===== src/hdl/wpool_pkg.sv =====
// ----------------------------------------------------------------------------
// wpool_pkg
// Shared types and constants of the 2-D window pooling unit.
// ----------------------------------------------------------------------------
package wpool_pkg;

	// Default image geometry.
	localparam int DEF_HEIGHT   = 64;
	localparam int DEF_WIDTH    = 64;
	localparam int DEF_CHANNELS = 16;

	// Request types.
	localparam logic [1:0] REQ_LOAD = 2'd0;
	localparam logic [1:0] REQ_AVG  = 2'd1;
	localparam logic [1:0] REQ_MAX  = 2'd2;

	// Configuration register indexes.
	localparam logic [2:0] CFG_WIN_H    = 3'd0;
	localparam logic [2:0] CFG_WIN_W    = 3'd1;
	localparam logic [2:0] CFG_STR_R    = 3'd2;
	localparam logic [2:0] CFG_STR_C    = 3'd3;
	localparam logic [2:0] CFG_PAD_T    = 3'd4;
	localparam logic [2:0] CFG_PAD_L    = 3'd5;
	localparam logic [2:0] CFG_CLAMP_LO = 3'd6;
	localparam logic [2:0] CFG_CLAMP_HI = 3'd7;

	// Signed coordinate wide enough for window bounds of any legal geometry.
	typedef logic signed [11:0] crd_t;

	typedef struct packed {
		logic [3:0]         win_h;
		logic [3:0]         win_w;
		logic [3:0]         str_r;
		logic [3:0]         str_c;
		logic [2:0]         pad_t;
		logic [2:0]         pad_l;
		logic signed [15:0] clamp_lo;
		logic signed [15:0] clamp_hi;
	} cfg_t;

	// One classified word between front and back. For a load, rs and cs hold
	// the row and column of the sample.
	typedef struct packed {
		logic [1:0]  op;
		logic        empty;
		crd_t        rs;
		crd_t        re;
		crd_t        cs;
		crd_t        ce;
		logic [3:0]  ch;
		logic [15:0] sample;
	} qent_t;

endpackage


===== src/hdl/wpool_front.sv =====
// ----------------------------------------------------------------------------
// wpool_front
// Accepts input words, drops the ones without effect and turns queries into
// clipped window bounds.
// ----------------------------------------------------------------------------
module wpool_front import wpool_pkg::*; #(
	parameter int HEIGHT   = DEF_HEIGHT,
	parameter int WIDTH    = DEF_WIDTH,
	parameter int CHANNELS = DEF_CHANNELS
) (
	input  logic        in_valid,
	output logic        in_stall,
	input  logic [1:0]  req_type,
	input  logic [5:0]  pos_row,
	input  logic [5:0]  pos_col,
	input  logic [3:0]  chan,
	input  logic [15:0] sample,
	input  cfg_t        cfg,
	input  logic        q_full,
	output logic        q_push,
	output qent_t       q_data
);

	localparam crd_t H_C = crd_t'(HEIGHT);
	localparam crd_t W_C = crd_t'(WIDTH);
	localparam logic [8:0] C_C = 9'(CHANNELS);

	crd_t r0, c0, hs, he, ws, we, lim_r, lim_c;
	logic ch_ok, load_ok, keep;

	// Window origin, clipped start and end offsets.
	always_comb begin
		r0 = crd_t'({2'b00, 10'(pos_row * cfg.str_r)}) - crd_t'({9'd0, cfg.pad_t});
		c0 = crd_t'({2'b00, 10'(pos_col * cfg.str_c)}) - crd_t'({9'd0, cfg.pad_l});
		hs = (r0 < 0) ? -r0 : '0;
		ws = (c0 < 0) ? -c0 : '0;
		lim_r = H_C - r0;
		lim_c = W_C - c0;
		he = crd_t'({8'd0, cfg.win_h});
		if (lim_r < he) he = lim_r;
		we = crd_t'({8'd0, cfg.win_w});
		if (lim_c < we) we = lim_c;
	end

	// Classification of the word.
	always_comb begin
		ch_ok   = {5'd0, chan} < C_C;
		load_ok = (crd_t'({6'd0, pos_row}) < H_C) && (crd_t'({6'd0, pos_col}) < W_C) && ch_ok;
		q_data.op     = req_type;
		q_data.ch     = chan;
		q_data.sample = sample;
		q_data.empty  = (hs >= he) || (ws >= we);
		q_data.rs     = r0 + hs;
		q_data.re     = r0 + he;
		q_data.cs     = c0 + ws;
		q_data.ce     = c0 + we;
		unique case (req_type)
			REQ_LOAD: begin
				keep      = load_ok;
				q_data.rs = crd_t'({6'd0, pos_row});
				q_data.cs = crd_t'({6'd0, pos_col});
			end
			REQ_AVG, REQ_MAX: keep = ch_ok;
			default: keep = 1'b0;
		endcase
	end

	assign in_stall = q_full;
	assign q_push   = in_valid && !q_full && keep;

endmodule


===== config.mk =====
export PLATFORM = sky130hd
export DESIGN_NAME = wpool_front
export DESIGN_NICKNAME = d
export VERILOG_FILES = /design/src/hdl/wpool_pkg.sv /design/src/hdl/wpool_front.sv
export SDC_FILE = /design/constraint.sdc
export NUM_CORES = 1
export LEC_CHECK = 0
export BUFFER_PORTS_ARGS = -buffer_cell sky130_fd_sc_hd__buf_4
export CORE_ASPECT_RATIO = 0.8
export CORE_UTILIZATION = 25
export DETAILED_ROUTE_END_ITERATION = 7
export MAX_ROUTING_LAYER = met4
export SLEW_MARGIN = 30
export SYNTH_ARGS = -nofsm -noshare
export SYNTH_HDL_FRONTEND = slang
export SYNTH_SLANG_ARGS = --single-unit

===== constraint.sdc =====
create_clock -name vclk -period 6.7
set_input_delay 0.335 -clock vclk [all_inputs]
set_output_delay 0.335 -clock vclk [all_outputs]
set_load 0.05 [all_outputs]

* Word-level counts from Yosys, hierarchy flattened *
Index checks and enable logic that the tools add are counted.

cells by class
  add/subtract/negate cells = 10
  multiply operators = 2
  $lt $le $gt $ge = 6
  eq/ne operators = 2
  muxes and demuxes = 7
  reductions and logical operators = 6

operator list
  operator                                                                        number
  12-bit 2-to-1 mux                                                               6
  11-bit by 12-bit adder with 12-bit output                                       4
  12-bit greater-or-equal comparator                                              2
  12-bit by 5-bit less-than comparator with 1-bit output                          2
  12-bit negator                                                                  2
  8-bit by 11-bit subtractor with 12-bit output (first input constant)            2
  11-bit by 1-bit less-than comparator with 1-bit output (second input constant)  2
  10-bit by 3-bit subtractor with 11-bit output                                   2
  6-bit by 4-bit multiplier with 10-bit output                                    2
  3-bit OR reduction                                                              1
  2-bit by 1-bit == test with 1-bit output (second input constant)                1
  2-bit == test (second input constant)                                           1
  1-bit logical AND                                                               2
  2-bit logical NOT                                                               1
  1-bit logical NOT                                                               1
  1-bit logical OR                                                                1
  1-bit 2-to-1 mux                                                                1

storage, ports and cells
  register bits after elaboration = 0
  output and inout bits = 73

* Logic depth before layout (Yosys ltp) *
Gate-level depths: netlist of the first run.

  depth in word-level cells = 7
  depth in mapped cells = 33
  gate-level depth less buffers = 29

* Worst setup path before layout of the first run *
No wires, ideal clock.

  path kind = input -> output
  start = input port pos_row[0]
  end = output port q_data[55] (netlist name)
  arrival = 7,762 ps
  required time = 6,365 ps
  slack = -1,397 ps
  cell stages on the path = 28
  cell sequence = and2_1 ha_1 ha_1 inv_1 fa_1 inv_1 fa_1 or3_1 clkbuf_1 a211oi_4 nand2_4 a211oi_4 and3_1 o21ai_1 a211o_1 ha_1 clkbuf_1 clkbuf_1 o21ai_0 ha_1 a21o_1 a21oi_1 nor2b_1 o211ai_1 a21oi_1 a221oi_1 a21oi_1 o32ai_1

RTL lines
  element          line               RTL
  start, declared  wpool_front.sv:14  input logic [5:0] pos_row,
  end, declared    wpool_front.sv:21  output qent_t q_data

==> results of run 1 <==
[path summary, 6_finish.rpt]
path                       from  slack (ns)  cells after the start          to
worst max-delay path    cfg[44]       -0.05                     29  q_data[54]
worst min-delay path  sample[0]        0.67                      0   q_data[0]
[cells by family (layout without fill, tap and decap cells)]
kind of cell    after synthesis  after routing
simple gates                267            267
compound gates              197            197
buf+inv                     141            374
fa+ha+maj                   120            120
xor+xnor                     55             55
mux                           7              7
other cells                   1              2
[worst max-delay path, delay by kind of cell]
family	cells	cell delay, ns
compound gates	9	1.77
fa+ha+maj	6	2.02
buf+inv	5	0.52
mux	1	0.33
simple gates	8	1.42
[synthesized netlist by cell type (3+ instances only)]
cell       instances  share of area, %
o21ai_1            5              0.45
inv_1             92               6.2
o2111ai_1          3              0.47
a211oi_1           8               1.1
a21boi_0           6              0.81
a2111oi_0          4              0.63
o31ai_1            7              0.95
o21ai_0           33               3.0
a211o_1            4              0.63
o22ai_1            7              0.79
nor4_1             3              0.34
nand2_1           85               5.7
buf_2              6              0.54
mux2_2             3              0.61
nand3_1           17               1.5
mux2i_1            4              0.72
and3_1            12               1.4
a31oi_1            8              0.90
fa_1              22               7.9
o211ai_1           6              0.81
a21oi_1           46               4.1
a211oi_4           3               1.1
a22oi_1            3              0.41
nor3_1            16               1.4
a21o_1            17               2.3
o21a_1             7              0.95
buf_4             24               3.2
a221oi_1           4              0.63
a2111o_1           4              0.81
nand2b_1           8              0.90
ha_1              98                22
and2_1            28               3.2
nor2b_1            8              0.90
or3_1              7              0.79
or2_2              6              0.68
nand4_1            5              0.56
clkbuf_1          15               1.0
xor2_1            15               2.4
xnor2_1           39               6.2
nor2_1            60               4.1
[cells in the final DEF (no fill, tap or decap), types with 5 or more instances in the layout]
| cell | synthesis | layout |
|---|---|---|
| a31oi_1 | 8 | 6 |
| and3_1 | 12 | 8 |
| buf_4 | 24 | 264 |
| and2_1 | 28 | 23 |
| ha_4 | 0 | 19 |
| inv_1 | 92 | 82 |
| nand2_4 | 1 | 6 |
| and3_4 | 1 | 5 |
| buf_6 | 1 | 11 |
| nand2b_1 | 8 | 8 |
| fa_1 | 22 | 18 |
| a211oi_1 | 8 | 8 |
| nand2_2 | 0 | 5 |
| o211ai_1 | 6 | 6 |
| nand4_1 | 5 | 5 |
| o31ai_1 | 7 | 7 |
| nand3_2 | 1 | 5 |
| inv_2 | 2 | 11 |
| xnor2_2 | 0 | 10 |
| ha_1 | 98 | 75 |
| xnor2_1 | 39 | 28 |
| nor3_1 | 16 | 10 |
| nor2b_1 | 8 | 6 |
| nor2_2 | 0 | 5 |
| nand2_1 | 85 | 74 |
| xor2_1 | 15 | 11 |
| a21oi_1 | 46 | 33 |
| a21o_1 | 17 | 17 |
| o21ai_1 | 5 | 6 |
| o21a_1 | 7 | 7 |
| o21ai_0 | 33 | 25 |
| nand3_1 | 17 | 13 |
| a21oi_2 | 1 | 13 |
| nor2_1 | 60 | 53 |
[per-layer routing]
metal	wire, um	share of wire, %	vias up
met4	27	0.15	0
met2	8000	43	121
met1	9840	53	3055
met3	648	3.5	4
li1	-	-	3201
met5	0	0	-
[per-stage QoR]
| stage | worst slack, ns | cell area (sq um) | setup TNS (ns) |
|---|---|---|---|
| final | -0.0508 | 8740 | -0.0927 |
| after global routing | -0.350 | 8740 | -1.04 |
| after CTS | -0.0612 | 8320 | -0.0845 |
| after detailed placement | -0.258 | 8030 | -1.20 |
| after global placement | -0.228 | 8030 | -1.20 |
| after floorplan | -0.214 | 6050 | -0.598 |
[area by class of cell]
| class | instances | area, sq um |
|---|---|---|
| inverter | 95 | 359 |
| timing repair buffer | 279 | 2180 |
| tap | 300 | 375 |
| fill | 2225 | 12900 |
| multi-input combinational | 648 | 5830 |
[timing repair]
action                     CTS  global route
pin swaps                   30            49
setup buffers                8            12
gates resized for setup     44            71
setup endpoints to repair    8            12
==> results.ini, run 1 <==
[run_status]
outcome = finished with violations
violations = setup timing

[final_layout]
finalNonFillerCells = 1322
seq_cells = 0
final_util_pct = 40.3
diodes = 0
area_growth_pct = 57.5
drive_gt1_share_pct = 42.9
clock_buffers = 0
final_nets = 1234
regArea_sq_um = 0

[place]
placed_cells = 1303
io_buffers = 91
dp_hpwl_um = 15200
gp_congestion = 0.896

[floorplan]
dieArea_sq_um = 22800
die_h_um = 135
initial_core_util_pct = 25.6
die_w_um = 169
ios = 163
core_area_sq_um = 21700
rows = 48

[sta]
drv_slew = 0
rsz0062_at_grt = yes
slew_headroom_pct = 31.2
fmax_mhz = 148
timing.hold.ws_ns = 0.670
setup_viol_count_final = 2
tightest_slew_ns = 1.01
fin_ws_ns = -0.0508
final-hold-violation-count = 0
fin_crit_ns = 6.75
post-route-period-util_pct = 101

[yosys]
yosysSeqAreaShare_pct = 0
avgSynthCellArea_sq_um = 7.04
synth_top_family_by_area = adder cells
yosys.area_share.adder_pct = 30.0
yosysWarnings = 0
synthMuxAreaShare_pct = 1.33
yosysUniqueCellTypes = 74
synth_compound_area_share_pct = 24.8
synthXorXnorAreaFrac_pct = 8.82
synth_simple_gate_area_share_pct = 23.5
synth_area_sq_um = 5550
synth_cells = 788

[routing]
routed_via_density = 4.83
antenna_left = 0
drt_iter0_markers = 306
vias = 6381
wirelength_um = 18500
drc = 0
avgRoutedWirePerCell_um = 14.0
dr.pass1.iters = 5

[grt]
grt_pass1_vias = 5985
grt_usage_pct = 16.2
gr-usage-met3_pct = 0.964
globalRouteOverflowTotal = 0
antenna_found_initial = 0
busiest_layer = met2
gr-usage-met1_pct = 24.3
met2_usage_pct = 24.9
grt_pass1_wl_um = 29600
grt_max_degree = 30

[job]
cap_violations = 0

[critical_path]
worstSetupEndpointType = output pin
cp_common_cell = ha_4
crit_slowest_cell = fa_1
critPathLaunchType = primary input
crit_type = primary input to output pin
critPathMaxStageDelay_ns = 0.53
crit_arrival_ns = 6.42
cp_max_fo = 5
critPathRequiredTime_ns = 6.36

[min_path]
hp-class = primary input to output pin

[clock_network]
cts_hold_buffers = 0

Power of run 1 is not shown: default switching activity piles up to over one toggle a cycle in this logic, so the estimate is an artifact.
==> run 2, diff against run 1 <==
--- a/config.mk
+++ b/config.mk
@@ -7,9 +7,11 @@
 export LEC_CHECK = 0
 export BUFFER_PORTS_ARGS = -buffer_cell sky130_fd_sc_hd__buf_4
 export CORE_ASPECT_RATIO = 0.8
-export CORE_UTILIZATION = 25
+export CORE_UTILIZATION = 50
 export DETAILED_ROUTE_END_ITERATION = 7
 export MAX_ROUTING_LAYER = met4
+export PLACE_DENSITY = 0.81
+export SKIP_LAST_GASP = 1
 export SLEW_MARGIN = 30
 export SYNTH_ARGS = -nofsm -noshare
 export SYNTH_HDL_FRONTEND = slang
==> run 2 against run 1 <==
The run still ends with setup timing left. Largest cell class unchanged. Global-route usage is 17 points higher. Hold slack hardly changed. Final area is 1.7% lower. First-iteration DRC count is 150% higher. Clock-buffer cell count stayed put. Die area is 49% lower. Fmax is 3.7% lower. Final cell count is 12% lower. Non-clock buffer count is 1 higher. Setup slack worse by 0.26 ns. Critical endpoint is now q_data[53]. Wire length is 20% higher.
==> results.ini, run 2 (same netlist as run 1, synthesis figures left out) <==
[run_status]
outcome = finished with violations
violations = setup timing

[critical_path]
cp_common_cell = buf_4
cp_max_fo = 4
crit_arrival_ns = 6.68
crit_slowest_cell = fa_1
critPathRequiredTime_ns = 6.36
worstSetupEndpointType = output pin
crit_type = primary input to output pin
critPathMaxStageDelay_ns = 0.57
critPathLaunchType = primary input

[sta]
final-hold-violation-count = 0
tightest_slew_ns = 0.843
fin_crit_ns = 7.01
drv_slew = 0
fmax_mhz = 143
post-route-period-util_pct = 105
fin_ws_ns = -0.312
setup_viol_count_final = 5
slew_headroom_pct = 43.2
rsz0062_at_grt = yes

[final_layout]
regArea_sq_um = 0
layout_common_cells = buf_4, inv_1, nand2_1
multi_input_area_sq_um = 5860
fillers = 635
design_area_sq_um = 8600
seq_cells = 0
area_growth_pct = 54.9
clock_buffers = 0
drive_gt1_share_pct = 43.5
finalNonFillerCells = 1167
final_common_cell = buf_4
final_nets = 1235
diodes = 0

[floorplan]
initial_core_util_pct = 51.2
ios = 163
rows = 34
core_area_sq_um = 10800
die_w_um = 120
dieArea_sq_um = 11500
die_h_um = 96.2

[place]
gp_congestion = 0.945
dp_hpwl_um = 14900
io_buffers = 91
placed_area_sq_um = 7770
placed_cells = 1139

[grt]
globalRouteOverflowTotal = 0
met2_usage_pct = 55.1
grt_pass1_vias = 6498
gr-usage-met1_pct = 45.3
grt_max_degree = 30
gr-usage-met3_pct = 3.91
antenna_found_initial = 0
grt_usage_pct = 33.7
grt_pass1_wl_um = 30600
busiest_layer = met2

[routing]
drc = 0
avgRoutedWirePerCell_um = 19.0
vias = 7134
routed_via_density = 6.11
dr.pass1.iters = 7
wirelength_um = 22100
antenna_left = 0
drt_iter0_markers = 759

[min_path]
hp-class = primary input to output pin

[job]
cap_violations = 0

[clock_network]
cts_hold_buffers = 0

==> run 2: layout make-up <==
type                       instances  area share [%]
timing repair buffer             280            25.6
inverter                          95            4.18
multi-input combinational        648            68.2
tap                              144            2.10
==> run 2: layer usage <==
| layer | share of wire (%) | routed length, um | vias up |
|---|---|---|---|
| met4 | 3.8 | 838 | 0 |
| met1 | 41 | 9180 | 3293 |
| met2 | 45 | 9930 | 527 |
| met3 | 9.9 | 2180 | 107 |
| met5 | 0 | 0 | - |
| li1 | - | - | 3207 |
==> run 2: repair_timing <==
action                                 CTS  global route
setup buffers                            9            19
cloned                                   0             0
endpoints found under the hold margin    0             0
pin swaps                               40            69
gates resized for setup                 51            78
setup endpoints to repair                8            12
==> run 2: worst max-delay path: cells and delay by family <==
family / cells / cell delay (ns)
XOR/XNOR: 1 / 0.11
adder cells (fa/ha/maj): 6 / 1.98
buffers and inverters: 8 / 1.06
AO/OA/AOI/OAI: 11 / 2.58
AND/OR/NAND/NOR: 3 / 0.28
multiplexers: 1 / 0.32
==> run 2: metrics by stage <==
step           hold slack [ns]  utilization [%]  setup TNS, ns  setup WS (ns)
2_1_floorplan            0.837                -         -0.598         -0.214
3_3_place_gp             0.670             71.6         -0.495         -0.111
3_5_place_dp             0.670             71.6          -1.40         -0.342
4_1_cts                  0.670             74.4              0        0.00246
5_1_grt                  0.670             79.3          -2.71         -0.482
6_report                 0.670             79.3          -1.24         -0.312
==> run 2: worst paths after layout <==
check                  from          to  slack, ns  depth (start not counted)
setup / recovery    cfg[45]  q_data[53]      -0.31                         30
hold / removal    sample[3]   q_data[3]       0.67                          0
Power of run 2 is left out for the same reason.
