$ cat config.mk
export PLATFORM = sky130hd
export DESIGN_NAME = wpool_queue
export DESIGN_NICKNAME = d
export VERILOG_FILES = /design/src/hdl/wpool_pkg.sv /design/src/hdl/wpool_queue.sv
export SDC_FILE = /design/constraint.sdc
export NUM_CORES = 1
export LEC_CHECK = 0
export ABC_AREA = 1
export BUFFER_PORTS_ARGS = -buffer_cell sky130_fd_sc_hd__buf_2
export CORE_MARGIN = 1
export CORE_UTILIZATION = 40
export DETAILED_ROUTE_END_ITERATION = 10
export PLACE_DENSITY = 0.74
export SYNTH_ARGS = -nofsm -noshare
export SYNTH_HDL_FRONTEND = slang
export SYNTH_SLANG_ARGS = --single-unit
$ cat constraint.sdc
create_clock -name clk -period 8.35 [get_ports clk]
set_input_delay 1.2525 -clock clk [delete_from_list [all_inputs] [get_ports clk]]
set_output_delay 1.2525 -clock clk [all_outputs]
set_load 0.05 [all_outputs]
$ cat src/hdl/wpool_pkg.sv
// ----------------------------------------------------------------------------
// wpool_pkg
// Shared types and constants of the 2-D window pooling unit.
// ----------------------------------------------------------------------------
package wpool_pkg;

	// Default image geometry.
	localparam int DEF_HEIGHT   = 64;
	localparam int DEF_WIDTH    = 64;
	localparam int DEF_CHANNELS = 16;

	// Request types.
	localparam logic [1:0] REQ_LOAD = 2'd0;
	localparam logic [1:0] REQ_AVG  = 2'd1;
	localparam logic [1:0] REQ_MAX  = 2'd2;

	// Configuration register indexes.
	localparam logic [2:0] CFG_WIN_H    = 3'd0;
	localparam logic [2:0] CFG_WIN_W    = 3'd1;
	localparam logic [2:0] CFG_STR_R    = 3'd2;
	localparam logic [2:0] CFG_STR_C    = 3'd3;
	localparam logic [2:0] CFG_PAD_T    = 3'd4;
	localparam logic [2:0] CFG_PAD_L    = 3'd5;
	localparam logic [2:0] CFG_CLAMP_LO = 3'd6;
	localparam logic [2:0] CFG_CLAMP_HI = 3'd7;

	// Signed coordinate wide enough for window bounds of any legal geometry.
	typedef logic signed [11:0] crd_t;

	typedef struct packed {
		logic [3:0]         win_h;
		logic [3:0]         win_w;
		logic [3:0]         str_r;
		logic [3:0]         str_c;
		logic [2:0]         pad_t;
		logic [2:0]         pad_l;
		logic signed [15:0] clamp_lo;
		logic signed [15:0] clamp_hi;
	} cfg_t;

	// One classified word between front and back. For a load, rs and cs hold
	// the row and column of the sample.
	typedef struct packed {
		logic [1:0]  op;
		logic        empty;
		crd_t        rs;
		crd_t        re;
		crd_t        cs;
		crd_t        ce;
		logic [3:0]  ch;
		logic [15:0] sample;
	} qent_t;

endpackage

$ cat src/hdl/wpool_queue.sv
// ----------------------------------------------------------------------------
// wpool_queue
// Two-entry queue of classified words between front and back.
// ----------------------------------------------------------------------------
module wpool_queue import wpool_pkg::*; (
	input  logic  clk,
	input  logic  arst_n,
	input  logic  push,
	input  qent_t push_data,
	input  logic  pop,
	output qent_t head,
	output logic  full,
	output logic  empty
);

	qent_t      ent_q [2];
	logic       wr_q, rd_q;
	logic [1:0] cnt_q;

	// Pointers and fill count.
	always_ff @(posedge clk or negedge arst_n) begin
		if (!arst_n) begin
			wr_q  <= 1'b0;
			rd_q  <= 1'b0;
			cnt_q <= '0;
		end else begin
			if (push) wr_q <= !wr_q;
			if (pop) rd_q <= !rd_q;
			cnt_q <= cnt_q + {1'b0, push} - {1'b0, pop};
		end
	end

	// Entry storage.
	always_ff @(posedge clk) begin
		if (push) ent_q[wr_q] <= push_data;
	end

	assign head  = ent_q[rd_q];
	assign full  = cnt_q == 2'd2;
	assign empty = cnt_q == 2'd0;

endmodule

### Yosys cells after proc, flatten, opt, wreduce, memory -nomap -nowiden

Memory sizes are Yosys's and may differ from the RTL's.
Cells that the tools add are included.

* memories: 1
* register bits: 4
* logic and storage cells: 12
* bits in writable memories: 142

* reduce and logical (&&, ||, !) cells: 3
* add/subtract/negate cells: 2
* equal/unequal tests: 1
* multiplexer cells: 2

Memories
* ent_q: depth 2, width 71, rd ports 1, clocked after memory_dff 0, wr ports 1, RTL line wpool_queue.sv:16 `qent_t ent_q [2];`

Operators by type and width (number)
* adder 2 x 1 -> 2 bit: 1
* equality test 2 bit (second input constant): 1
* logical NOT 1 bit: 2
* logical NOT 2 bit: 1
* two-way mux 1 bit: 2
* subtractor 2 x 1 -> 2 bit: 1

### Logic depth before layout (Yosys ltp)

Gate-level depths: netlist (run 1).

* depth after elaboration: 2
* mapped depth: 7
* mapped depth without buffers: 7

### Worst setup path after synthesis (run 1)

OpenSTA, ideal clock, no wires.

* path kind: in2reg
* start: input push
* end: memory ent_q[0][0] in the netlist's numbering, enable pin
* arrival time: 4.269 ns
* path slack: 3.579 ns
* data required time: 7.848 ns
* stages on the path: 2
* setup time: 0.502 ns
* buffers on the path: 0
* path through: inv_1 nor2_1

* longest elaborated chain between the ends: 2

RTL lines
* from (decl): RTL line wpool_queue.sv:8 `input logic push,`
* two-way mux 1 bit: RTL line wpool_queue.sv:35 `if (push) ent_q[wr_q] <= push_data;`
* two-way mux 1 bit (not written as such): RTL line wpool_queue.sv:35
* to (decl): RTL line wpool_queue.sv:16

Every way passes these cells.

==> results of run 1 <==
-- power by group through the flow --
stage / Clock, µW / Combinational [µW] / Sequential (µW)
6_report: 763 / 1160 / 1050
5_1_grt: 808 / 1230 / 1070
4_1_cts: 781 / 1170 / 1050
3_5_place_dp: 0 / 1170 / 1070
3_3_place_gp: 0 / 1150 / 1060
2_1_floorplan: 0 / 1020 / 1030
-- synthesized netlist by cell type (all sizes together) --
cell type | number | share of area (%)
clkbuf | 7 | 0.49
edfxtp | 142 | 77
o21ai | 71 | 6.5
dfrtp | 4 | 1.8
inv | 78 | 5.3
buf | 9 | 3.1
ha | 2 | 0.45
nand2 | 77 | 5.2
nand3 | 1 | 0.090
xor2 | 2 | 0.31
nor2 | 3 | 0.20
-- per-stage QoR --
step	total power, µW	cells	utilization (%)	setup slack (ns)	area (µm²)
floorplan	2050	396	-	3.58	5570
detailed placement	2240	706	47.4	5.05	6360
global placement	2220	706	47.4	5.08	6360
finish	2970	737	51.9	4.60	6950
global route	3110	737	51.9	4.36	6950
CTS	3010	737	51.9	4.59	6950
-- sequential cells by signal, indices dropped and copies added, names as in the netlist --
signal and count:
wr_q 1, ent_q 142, cnt_q 2, rd_q 1
-- cell type report --
class	count	share of cell area [%]
clock buffers	18	6.17
clock inverters	13	2.41
inverters	78	4.21
multi-input cells	156	10.3
flip-flops and latches	146	62.8
well taps	176	3.17
repair buffers	150	10.9
-- worst max-delay path, stage by stage, from the launching register on --
cell and delay, ns:
sky130_fd_sc_hd__dfrtp_4 0.78, sky130_fd_sc_hd__buf_4 0.65, sky130_fd_sc_hd__nand2_1 0.11, sky130_fd_sc_hd__o21ai_0 0.13, sky130_fd_sc_hd__buf_2 0.31
-- logic make-up after synthesis --
| family | Yosys count | share of synthesized area (%) |
|---|---|---|
| buffers and inverters | 94 | 8.83 |
| xor gates and xnor gates | 2 | 0.315 |
| adders and majority gates | 2 | 0.449 |
| and+or+nand+nor | 81 | 5.48 |
| AOI/OAI and AO/OA | 71 | 6.52 |
| DFF | 146 | 78.4 |
-- worst max path at each step --
stage	depth (start not counted)	slack, ns	end	from
floorplan	2	3.58	ent_q[0][0]	push
global placement	4	5.08	head[12]	rd_q
detailed placement	4	5.05	head[30]	rd_q
CTS	4	4.59	head[14]	rd_q
global route	4	4.36	head[30]	rd_q
finish	4	4.60	head[26]	rd_q
-- metal layers --
metal	wire length, µm	vias to the layer above	GRT usage, %
met5	0	-	0
met4	171	0	7.50
met3	719	16	5.28
met2	4930	125	23.9
met1	3980	1533	15.7
li1	-	1634	-
==> results by stage, run 1 <==
Clocking:
- In this run the post-CTS setup repair buffer count came out at 0.
- The later pin in the worst-skew pair is clocked with a latency of 0.41 ns.
- The root buffer cell chosen for the clock tree is sky130_fd_sc_hd__clkbuf_16.
- The tree built by TritonCTS fans out to 146 sinks.
- The number of buffers inserted for hold repair after clock tree synthesis is 0.
- TritonCTS created 17 clock buffers.
- The clock tree synthesis step divided the H-tree into 4 levels.
- The maximum buffer depth of the clock tree is 2.
- The clock transition at the registers of the reported paths is 0.05 ns.
- The post-cts sizing count is 0.
- The clock tree from TritonCTS is done.

Timing:
- Hold timing on the final database bottoms out at a slack of around 0.55 ns.
- The max-slew violation count is 0.
- The tightest slew margin relative to the limit is 32.6%.
- The final total negative setup slack is 0 ns.
- The highest clock frequency the design can meet is 267 MHz.
- Setup repair after global routing left no endpoint under its margin.
- The slew at the pin with the worst max-slew slack is roughly 1.0 ns.
- The final critical-path required period is roughly 3.7 ns.
- After layout, the worst path uses approximately 45% of the clock period.
- On the final layout, the worst clock skew is 0.00836 ns.
- The total of endpoints with negative setup slack in the final report is 0.
- The final hold violation count is 0.

Power:
- Cell internal power was estimated by the tool at 1690 µW.
- Per report_power, the clock group accounts for 25.7% of the total.
- Per report_power, the sequential group accounts for 35.4% of the total.
- The power density over the cells is 428 nW/µm².
- Across the VDD grid, the largest voltage drop is 0.211 mV.
- For this design the static power due to leakage is ~0.003 µW.
- The share of total power consumed by net switching is 43.3%.
- Combinational logic is responsible for 39.0% of the overall power.
- Summed over all nets, the switching power comes to approximately 1300 µW.

Logic synthesis:
- After technology mapping, the gate count stands at 396.
- The average instance in the mapped netlist occupies 14.1 µm².
- Yosys printed 0 warnings.
- The synthesized netlist contains 15 unique library cells.
- After synthesis, flip-flops and latches occupy 78.4% of the total area.
- The area of the mapped netlist is around 5600 µm².
- The number of nets produced by synthesis is 473.
- The total of flip-flops plus latches after synthesis is approximately 150.

Cells and area:
- The most common library cell in the layout ignoring fill and taps is sky130_fd_sc_hd__buf_2.
- The antenna diode instance count is 0.
- The final-layout fill cell count is 1166.
- In the final design database the tool counted approximately 630 nets.
- Relative to the synthesized area, the layout overhead comes to 24.9%.
- The library cells used most frequently in the layout, excluding fill and tap cells, are 147 x sky130_fd_sc_hd__buf_2, 142 x sky130_fd_sc_hd__edfxtp_1, 77 x sky130_fd_sc_hd__inv_1, 77 x sky130_fd_sc_hd__nand2_1, 52 x sky130_fd_sc_hd__o21ai_0.
- The fraction of layout instances using a drive strength above 1 is 32.6%.
- In the final layout, the multi-input gates occupy 718 µm².
- The sequential cell area in the final layout is 4370 µm².

Worst setup path:
- The highest net fanout along the worst path is 77.
- Data on the critical path is required at its endpoint by just over 7 ns.
- The type of element capturing the critical path is an output port.
- The path depth of the worst reg2reg path is 2.
- The worst flop-to-flop path endpoint is ent_q[0][10].
- STA puts the critical path data arrival time at 2.49 ns.
- The kind of critical path is flip-flop to output port.
- The worst setup path is launched from a flip-flop.
- The setup check on the worst reg-to-reg path leaves a slack of between 6 and 7 ns.
- In this run the critical register-to-register path is launched from wr_q.

Job:
- Across the run, the number of max-cap violations was 0.

Hold path:
- The endpoint of the worst hold path is wr_q.
- Along the worst hold path, the cell count comes to 1.
- The path category of the worst min-delay check is flip-flop to flip-flop.
- The worst hold path begins at wr_q.

Drt:
- The routed via count divided by cell count is 4.49.
- The first-pass detailed-route iteration total is 5.
- In the final routed layout, each cell accounts on average for around 13 µm.
- The DRC violation count after routing is 0.
- The routed layout has 3308 vias.
- The detailed router finished its first iteration with 167 violations.
- The count of nets left with antenna violations once routing finished came out at 0.
- The routed design has 9800 µm of wire.

Status:
- The run finished with clean final reports.

Global routing:
- The overall overflow remaining after global route is 0.
- The overall global routing resource usage is between 10% and 20%.
- The maximum number of pins on one net before global-route repair is 78.
- The first global-routing pass estimated 15200 µm of wire.
- The initial antenna violation count is 0.
- The number of global-route vias before repair is 3288.

Floorplan:
- The core region is 13400 µm².
- The die is 120 µm wide.
- For this configuration, the core starts out at a cell density of 41.5%.
- The number of placed I/O pins is roughly 150.
- The die covers 14400 µm².
- The site row count is 42.
- The die is ~120 µm tall.

Place:
- The global placement routability congestion is between 0.7 and 0.8.
- During placement, the flow inserted port buffers numbering 147.
- The HPWL after detailed placement is 6440 µm.
No activity file was read; power rests on OpenSTA's default activity.
==> run 2, diff against run 1 <==
--- a/config.mk
+++ b/config.mk
@@ -10,7 +10,7 @@
 export CORE_MARGIN = 1
 export CORE_UTILIZATION = 40
 export DETAILED_ROUTE_END_ITERATION = 10
-export PLACE_DENSITY = 0.74
+export PLACE_DENSITY = 0.77
 export SYNTH_ARGS = -nofsm -noshare
 export SYNTH_HDL_FRONTEND = slang
 export SYNTH_SLANG_ARGS = --single-unit
==> constraint.sdc (replaced) <==
create_clock -name clk -period 3 [get_ports clk]
set_input_delay 0.45 -clock clk [delete_from_list [all_inputs] [get_ports clk]]
set_output_delay 0.45 -clock clk [all_outputs]
set_load 0.05 [all_outputs]
==> results by stage, run 2 (synthesis results as in run 1) <==
Drt:
- The routed via count divided by cell count came to 4.47 (was 4.49).
- The via count is 3314 (was 3308).
- The count of antenna-violating nets left after detailed routing is 0 (unchanged).
- The total routed wirelength is 9380 µm (was 9800 µm).
- The first-pass detailed-route iteration total is 4 (was 5).
- The first-iteration detailed-routing DRC count is 200 (was 167).
- The routed length per placed instance was 12.7 µm (was 13.3 µm).
- The DRC violation count after routing is 0 (unchanged).

Clocking:
- The number of buffers inserted during clock tree synthesis is 17 (unchanged).
- The total setup buffers inserted after CTS came to 0 (unchanged).
- The worst-skew pair later-pin latency is 0.41 ns (about the same).
- The clock tree from TritonCTS is done (unchanged).
- The CTS sink count is 146 (unchanged).
- The maximum buffer depth of the clock tree is 2 (unchanged).
- The depth of the CTS H-tree was 4 (unchanged).
- The clock transition at the registers of the reported paths was 0.06 ns (was 0.05 ns).
- The root buffer selected by CTS is sky130_fd_sc_hd__clkbuf_16 (unchanged).

Timing:
- The final hold violation count was 0 (unchanged).
- The part of the cycle the worst path needs is 83.4%.
- The slew at the pin with the worst max-slew slack is 0.597 ns (was 1.01 ns).
- The minimum hold slack is 0.224 ns (was 0.549 ns).
- The worst setup skew after layout was 0.00482 ns (was 0.00836 ns).
- Static timing analysis puts the maximum clock frequency at 400 MHz.
- The total of endpoints with negative setup slack in the final report is 0 (unchanged).
- The final total negative setup slack is 0 ns (unchanged).
- The max-slew violation count is 0 (unchanged).
- The final critical-path required period is 2.50 ns.
- The final worst slack is 0.497 ns (was 4.60 ns).
- RSZ-0062 raised after global routing: false (unchanged).
- The tightest slew margin relative to the limit is 60.2% (was 32.6%).

Worst setup path:
- The kind of critical path was flip-flop to output port (unchanged).
- The type of element capturing the critical path is an output port (unchanged).
- The data arrival time of the critical path is 2.05 ns (was 2.49 ns).
- The buffering stage count on the worst path with inverters included came to 2 (unchanged).
- The highest net fanout along the worst path is 61 (was 77).
- The longest individual stage delay on the worst path is 0.80 ns (was 0.78 ns).
- The category of the worst setup path launch point is a flip-flop (unchanged).
- The dominant delay contributor by cell family on the critical path is flip-flops (was buffers and inverters).
- The required arrival time at the worst endpoint is 2.55 ns (was 7.10 ns).
- The library cell contributing the largest single delay on the critical path is sky130_fd_sc_hd__dfrtp_4 (unchanged).
- Critical path, cell by cell: buf_12 -> nand2_1 -> o21ai_1 -> buf_2 (was buf_4 -> nand2_1 -> o21ai_0 -> buf_2).

Cells and area:
- The layout net count is 629 (was 626).
- The register with the most flip-flops is ent_q (unchanged).
- The flip-flop count of the largest register, all copies and words added is 142 (unchanged).
- Registers with the most flip-flops: ent_q x142, cnt_q x2 (unchanged).
- The antenna diode instance count is 0 (unchanged).
- The post-route core utilization is 52.3% (was 51.9%).
- Commonest non-fill, non-tap cells in the layout: 147 x sky130_fd_sc_hd__buf_2, 142 x sky130_fd_sc_hd__edfxtp_1, 77 x sky130_fd_sc_hd__inv_1, 77 x sky130_fd_sc_hd__nand2_1, 52 x sky130_fd_sc_hd__o21ai_0 (unchanged).
- The fraction of layout instances using a drive strength above 1 came to 32.7% (was 32.6%).
- The most common library cell in the layout ignoring fill and taps is sky130_fd_sc_hd__buf_2 (unchanged).
- The design area was 7010 µm² (was 6950 µm²).
- The area growth from synthesis to final layout is 25.8% (was 24.9%).

Floorplan:
- The die extent in y is 120 µm (unchanged).
- The area of the placeable core is 13400 µm² (unchanged).
- The die area is 14400 µm² (unchanged).
- The x dimension of the die was 120 µm (unchanged).
- The site row count is 42 (unchanged).
- The number of placed I/O pins is 148 (unchanged).
- The initial standard-cell utilization of the core is 41.5% (unchanged).

Place:
- The global placement routability congestion is 0.735 (was 0.771).
- The placed cell area is 6400 µm² (was 6360 µm²).
- The number of buffers inserted by port buffering is 147 (unchanged).
- The HPWL after detailed placement came to 6120 µm (was 6440 µm).
- The post-placement setup slack is 0.925 ns (was 5.05 ns).

Global routing:
- The number of global-route vias before repair is 3113 (was 3288).
- The maximum number of pins on one net before global-route repair is 72 (was 78).
- The initial antenna violation count is 0 (unchanged).
- The overall overflow remaining after global route is 0 (unchanged).
- The overall global routing resource usage is 13.9% (was 14.2%).
- The global-route wire length before repair came to 14900 µm (was 15200 µm).

Power:
- The leakage power figure was 0.00302 µW (was 0.00299 µW).
- The power density over the cells is 1190 nW/µm² (was 428 nW/µm²).
- The clock share of power is 25.6% (was 25.7%).
- The sequential power share came to 35.2% (was 35.4%).
- The combinational power share came to 39.2% (was 39.0%).
- The worst vdd rail ir drop is 0.850 mV (was 0.211 mV).
- The share of total power consumed by net switching is 43.1% (was 43.3%).
- The net switching power is 3580 µW (was 1290 µW).
- The internal power of the cells was 4730 µW (was 1690 µW).

Job:
- The total of max-cap violations was 0 (unchanged).

Hold path:
- The path category of the worst min-delay check was input pin to flip-flop (was flip-flop to flip-flop).

Status:
- Result of the run: completed (unchanged).
-- run 2: metrics by stage --
stage          instances  total power, µW
6_report             741             8310
5_1_grt              741             8710
4_1_cts              741             8390
3_5_place_dp         708             6260
3_3_place_gp         708             6200
2_1_floorplan        396             5690
-- run 2: per-layer routing --
layer / track usage, % / vias up / share of wire, %
met4: 6.48 / 0 / 1.6
met3: 5.51 / 14 / 7.6
met2: 21.8 / 119 / 48
met1: 16.7 / 1543 / 43
li1: - / 1638 / -
met5: 0 / - / 0
-- run 2: final cells by class --
class | instances | area, µm²
well taps | 176 | 220
clock buffers | 18 | 429
multi-input cells | 156 | 718
inverters | 78 | 293
fillers | 1143 | 6390
flip-flops and latches | 146 | 4370
clock inverters | 14 | 169
repair buffers | 153 | 808
-- run 2: worst register-to-register path, cell delays in order (launching register included) --
cell	delay, ns
sky130_fd_sc_hd__dfrtp_1	0.42
sky130_fd_sc_hd__nand2_1	0.09
sky130_fd_sc_hd__inv_2	0.06
sky130_fd_sc_hd__buf_4	0.43
-- run 2: power by group through the flow --
stage / Combinational (µW) / Clock [µW] / Sequential, µW
after floorplan: 2840 / 0 / 2850
after global placement: 3250 / 0 / 2950
after detailed placement: 3290 / 0 / 2970
after CTS: 3300 / 2170 / 2930
after global routing: 3480 / 2260 / 2970
final: 3260 / 2130 / 2920
-- run 2: worst paths after layout --
path / start / to / slack [ns] / cells past startpoint
min in group asynchronous: arst_n / cnt_q[1] / 0.36 / 2
worst max-delay path: rd_q / head[33] / 0.50 / 4
worst max register to register: wr_q / ent_q[1][16] / 1.60 / 3
worst min-delay path: push_data[37] / ent_q[0][37] / 0.22 / 1
max in group asynchronous: arst_n / rd_q / 2.50 / 2
worst min register to register: wr_q / wr_q / 0.55 / 1
-- run 2: timing repair --
| item | in CTS | in global routing |
|---|---|---|
| resized for setup | 0 | 0 |
| endpoints found under the hold margin | 4 | 0 |
| hold buffers | 1 | 0 |
==> run 3, diff against run 2 <==
==> constraint.sdc (replaced) <==
create_clock -name clk -period 2 [get_ports clk]
set_input_delay 0.3 -clock clk [delete_from_list [all_inputs] [get_ports clk]]
set_output_delay 0.3 -clock clk [all_outputs]
set_load 0.05 [all_outputs]
==> results by stage, run 3 (synthesis results as in run 1) <==
Timing:
- The max-slew violation count is 0 (unchanged).
- The total of endpoints with negative setup slack in the final report was 0 (unchanged).
- The highest clock frequency the design can meet is 516 MHz.
- RSZ-0062 raised after global routing: true (was false).
- The worst setup skew after layout is 0.00812 ns (was 0.00482 ns).
- The final worst slack is 0.0637 ns (was 0.497 ns).
- The final hold violation count was 0 (unchanged).
- Subtracting the final worst setup slack from the clock period gives about 1.9 ns.
- The tightest slew margin relative to the limit is 69.4% (was 60.2%).
- In the finished design, the share of the clock period the worst path needs comes to 96.8%.
- The slew at the pin with the worst max-slew slack is 0.460 ns (was 0.597 ns).

Cells and area:
- Registers with the most flip-flops: ent_q x142, cnt_q x2 (unchanged).
- The flip-flop count of the largest register, all copies and words added is 142 (unchanged).
- The most common library cell in the layout ignoring fill and taps is sky130_fd_sc_hd__edfxtp_1 (was sky130_fd_sc_hd__buf_2).
- The layout net count is 630 (was 629).
- The register with the most flip-flops was ent_q (unchanged).
- The area growth from synthesis to final layout is 26.6% (was 25.8%).
- The post-route non-filler standard cell count came to 743 (was 741).
- Commonest non-fill, non-tap cells in the layout: 142 x sky130_fd_sc_hd__edfxtp_1, 132 x sky130_fd_sc_hd__buf_2, 77 x sky130_fd_sc_hd__inv_1, 77 x sky130_fd_sc_hd__nand2_1, 36 x sky130_fd_sc_hd__o21ai_0 (was 147 x sky130_fd_sc_hd__buf_2, 142 x sky130_fd_sc_hd__edfxtp_1, 77 x sky130_fd_sc_hd__inv_1, 77 x sky130_fd_sc_hd__nand2_1, 52 x sky130_fd_sc_hd__o21ai_0).
- The post-route core utilization is 52.6% (was 52.3%).
- The fraction of layout instances using a drive strength above 1 is 33.6% (was 32.7%).

Power:
- The worst vdd rail ir drop is 1.10 mV (was 0.850 mV).
- The total power consumption of the routed design is 12400 µW (was 8310 µW).
- The net switching power is 5450 µW (was 3580 µW).
- The leakage power figure is 0.00301 µW (was 0.00302 µW).
- The internal power of the cells is 6950 µW (was 4730 µW).
- The share of total power consumed by net switching is 44.0% (was 43.1%).
- The combinational power share is 42.1% (was 39.2%).
- The power density over the cells is 1760 nW/µm² (was 1190 nW/µm²).
- The clock share of power is 23.7% (was 25.6%).
- The sequential power share is 34.1% (was 35.2%).

Job:
- The total of max-cap violations is 0 (unchanged).

Clocking:
- The clock tree from TritonCTS is done (unchanged).
- The number of buffers inserted during clock tree synthesis is 17 (unchanged).
- The root buffer selected by CTS is sky130_fd_sc_hd__clkbuf_16 (unchanged).
- The CTS sink count was 146 (unchanged).
- The clock transition at the registers of the reported paths is 0.06 ns (about the same).
- The depth of the CTS H-tree is 4 (unchanged).
- The maximum buffer depth of the clock tree is 2 (unchanged).
- The total setup buffers inserted after CTS is 0 (unchanged).
- The worst-skew pair later-pin latency is 0.41 ns (about the same).

Floorplan:
- The site row count is 42 (unchanged).
- The die area is 14400 µm² (unchanged).
- The area of the placeable core is 13400 µm² (unchanged).
- The number of placed I/O pins is 148 (unchanged).
- The initial standard-cell utilization of the core is 41.5% (unchanged).
- The x dimension of the die is 120 µm (unchanged).
- The die extent in y is 120 µm (unchanged).

Place:
- The number of buffers inserted by port buffering is 147 (unchanged).
- The post-placement setup slack was 0.418 ns (was 0.925 ns).
- The cell count after placement was 709 (was 708).
- The global placement routability congestion is 0.753 (was 0.735).
- The HPWL after detailed placement is 6860 µm (was 6120 µm).

Global routing:
- The number of global-route vias before repair is 3394 (was 3113).
- The global-route wire length before repair was 15600 µm (was 14900 µm).
- The overall overflow remaining after global route was 0 (unchanged).
- The maximum number of pins on one net before global-route repair was 79 (was 72).
- The overall global routing resource usage is 14.4% (was 13.9%).
- The initial antenna violation count was 3 (was 0).

Worst setup path:
- The worst reg2reg path startpoint is wr_q (unchanged).
- The data arrival time of the critical path is 1.64 ns (was 2.05 ns).
- Critical path, cell by cell: buf_12 -> o21ai_0 -> clkbuf_4 (was buf_12 -> nand2_1 -> o21ai_1 -> buf_2).
- The timing endpoint of the critical path is head[14] (was head[33]).
- The kind of critical path is flip-flop to output port (unchanged).
- The highest net fanout along the worst path is 65 (was 61).
- The longest individual stage delay on the worst path is 0.50 ns (was 0.80 ns).
- The reg2reg setup slack is 0.59 ns (was 1.60 ns).
- The first element of the critical path is rd_q (unchanged).
- The worst flop-to-flop path endpoint is ent_q[1][6] (was ent_q[1][16]).
- The required arrival time at the worst endpoint is 1.70 ns (was 2.55 ns).
- The path depth of the worst reg2reg path is 3 (unchanged).
- The type of element capturing the critical path is an output port (unchanged).
- The library cell contributing the largest single delay on the critical path is sky130_fd_sc_hd__dfrtp_4 (unchanged).
- The category of the worst setup path launch point is a flip-flop (unchanged).

Drt:
- The via count is 3349 (was 3314).
- The first-pass detailed-route iteration total is 4 (unchanged).
- The count of antenna-violating nets left after detailed routing was 0 (unchanged).
- The routed via count divided by cell count is 4.51 (was 4.47).
- The first-iteration detailed-routing DRC count was 161 (was 200).
- The routed length per placed instance is 13.5 µm (was 12.7 µm).
- The total routed wirelength is 10000 µm (was 9380 µm).
- The DRC violation count after routing is 0 (unchanged).

Status:
- Result of the run: completed (unchanged).

Hold path:
- The path category of the worst min-delay check was input pin to flip-flop (unchanged).
-- run 3: changes by cell type in the layout (fill, tap and decap cells not counted), sizes merged --
cell,delta
bufinv,-3
clkinvlp,+6
clkbuf,+9
inv,-1
diode,+1
buf,-7
clkinv,-3
-- run 3: routing by layer --
layer	wire, µm	vias up	global-route usage, %
met5	27	-	0
met4	170	4	6.25
met3	664	21	5.70
met2	5240	106	24.5
met1	3910	1574	15.8
li1	-	1644	-
-- run 3: worst max-delay path, delay by kind of cell, from the launching register on --
| kind | cells | cell delay, ns |
|---|---|---|
| flops | 1 | 0.50 |
| buf+inv | 2 | 0.48 |
| compound gates | 1 | 0.24 |
-- run 3: what timing repair did --
action,in CTS,in global routing
hold buffers,1,0
gates cloned,0,0
endpoints found under the setup margin,3,16
resized for setup,3,22
hold endpoints to repair,4,0
-- run 3: worst min-delay path by stage --
stage	from	end	cells after the start
after floorplan	arst_n	cnt_q[0]	0
after global placement	arst_n	cnt_q[0]	1
after detailed placement	arst_n	cnt_q[0]	1
after CTS	push_data[10]	ent_q[1][10]	1
after global routing	push_data[10]	ent_q[1][10]	1
final	push_data[10]	ent_q[1][10]	1
-- run 3: layout make-up --
class                      instances  area, µm²
tap                              176        220
multi-input combinational        156        718
antenna                            1       2.50
clock buffer                      19        453
timing repair buffer             154        878
fill                            1153       6350
inverter                          78        297
clock inverter                    13        113
sequential                       146       4370
-- run 3: through the flow --
stage,TNS [ns],area [µm²],hold WS [ns]
after floorplan,-2.92,5580,0.00441
after global placement,0,6430,0.116
after detailed placement,0,6430,0.122
after CTS,0,7020,0.0533
after global routing,-0.0115,7050,0.0487
final,0,7050,0.0728
-- run 3: power groups by stage --
stage / Sequential, µW / Combinational, µW / Clock [µW]
6_report: 4240 / 5220 / 2940
5_1_grt: 4290 / 5540 / 3120
4_1_cts: 4240 / 5210 / 3010
3_5_place_dp: 4310 / 5170 / 0
3_3_place_gp: 4270 / 5100 / 0
2_1_floorplan: 4260 / 4290 / 0
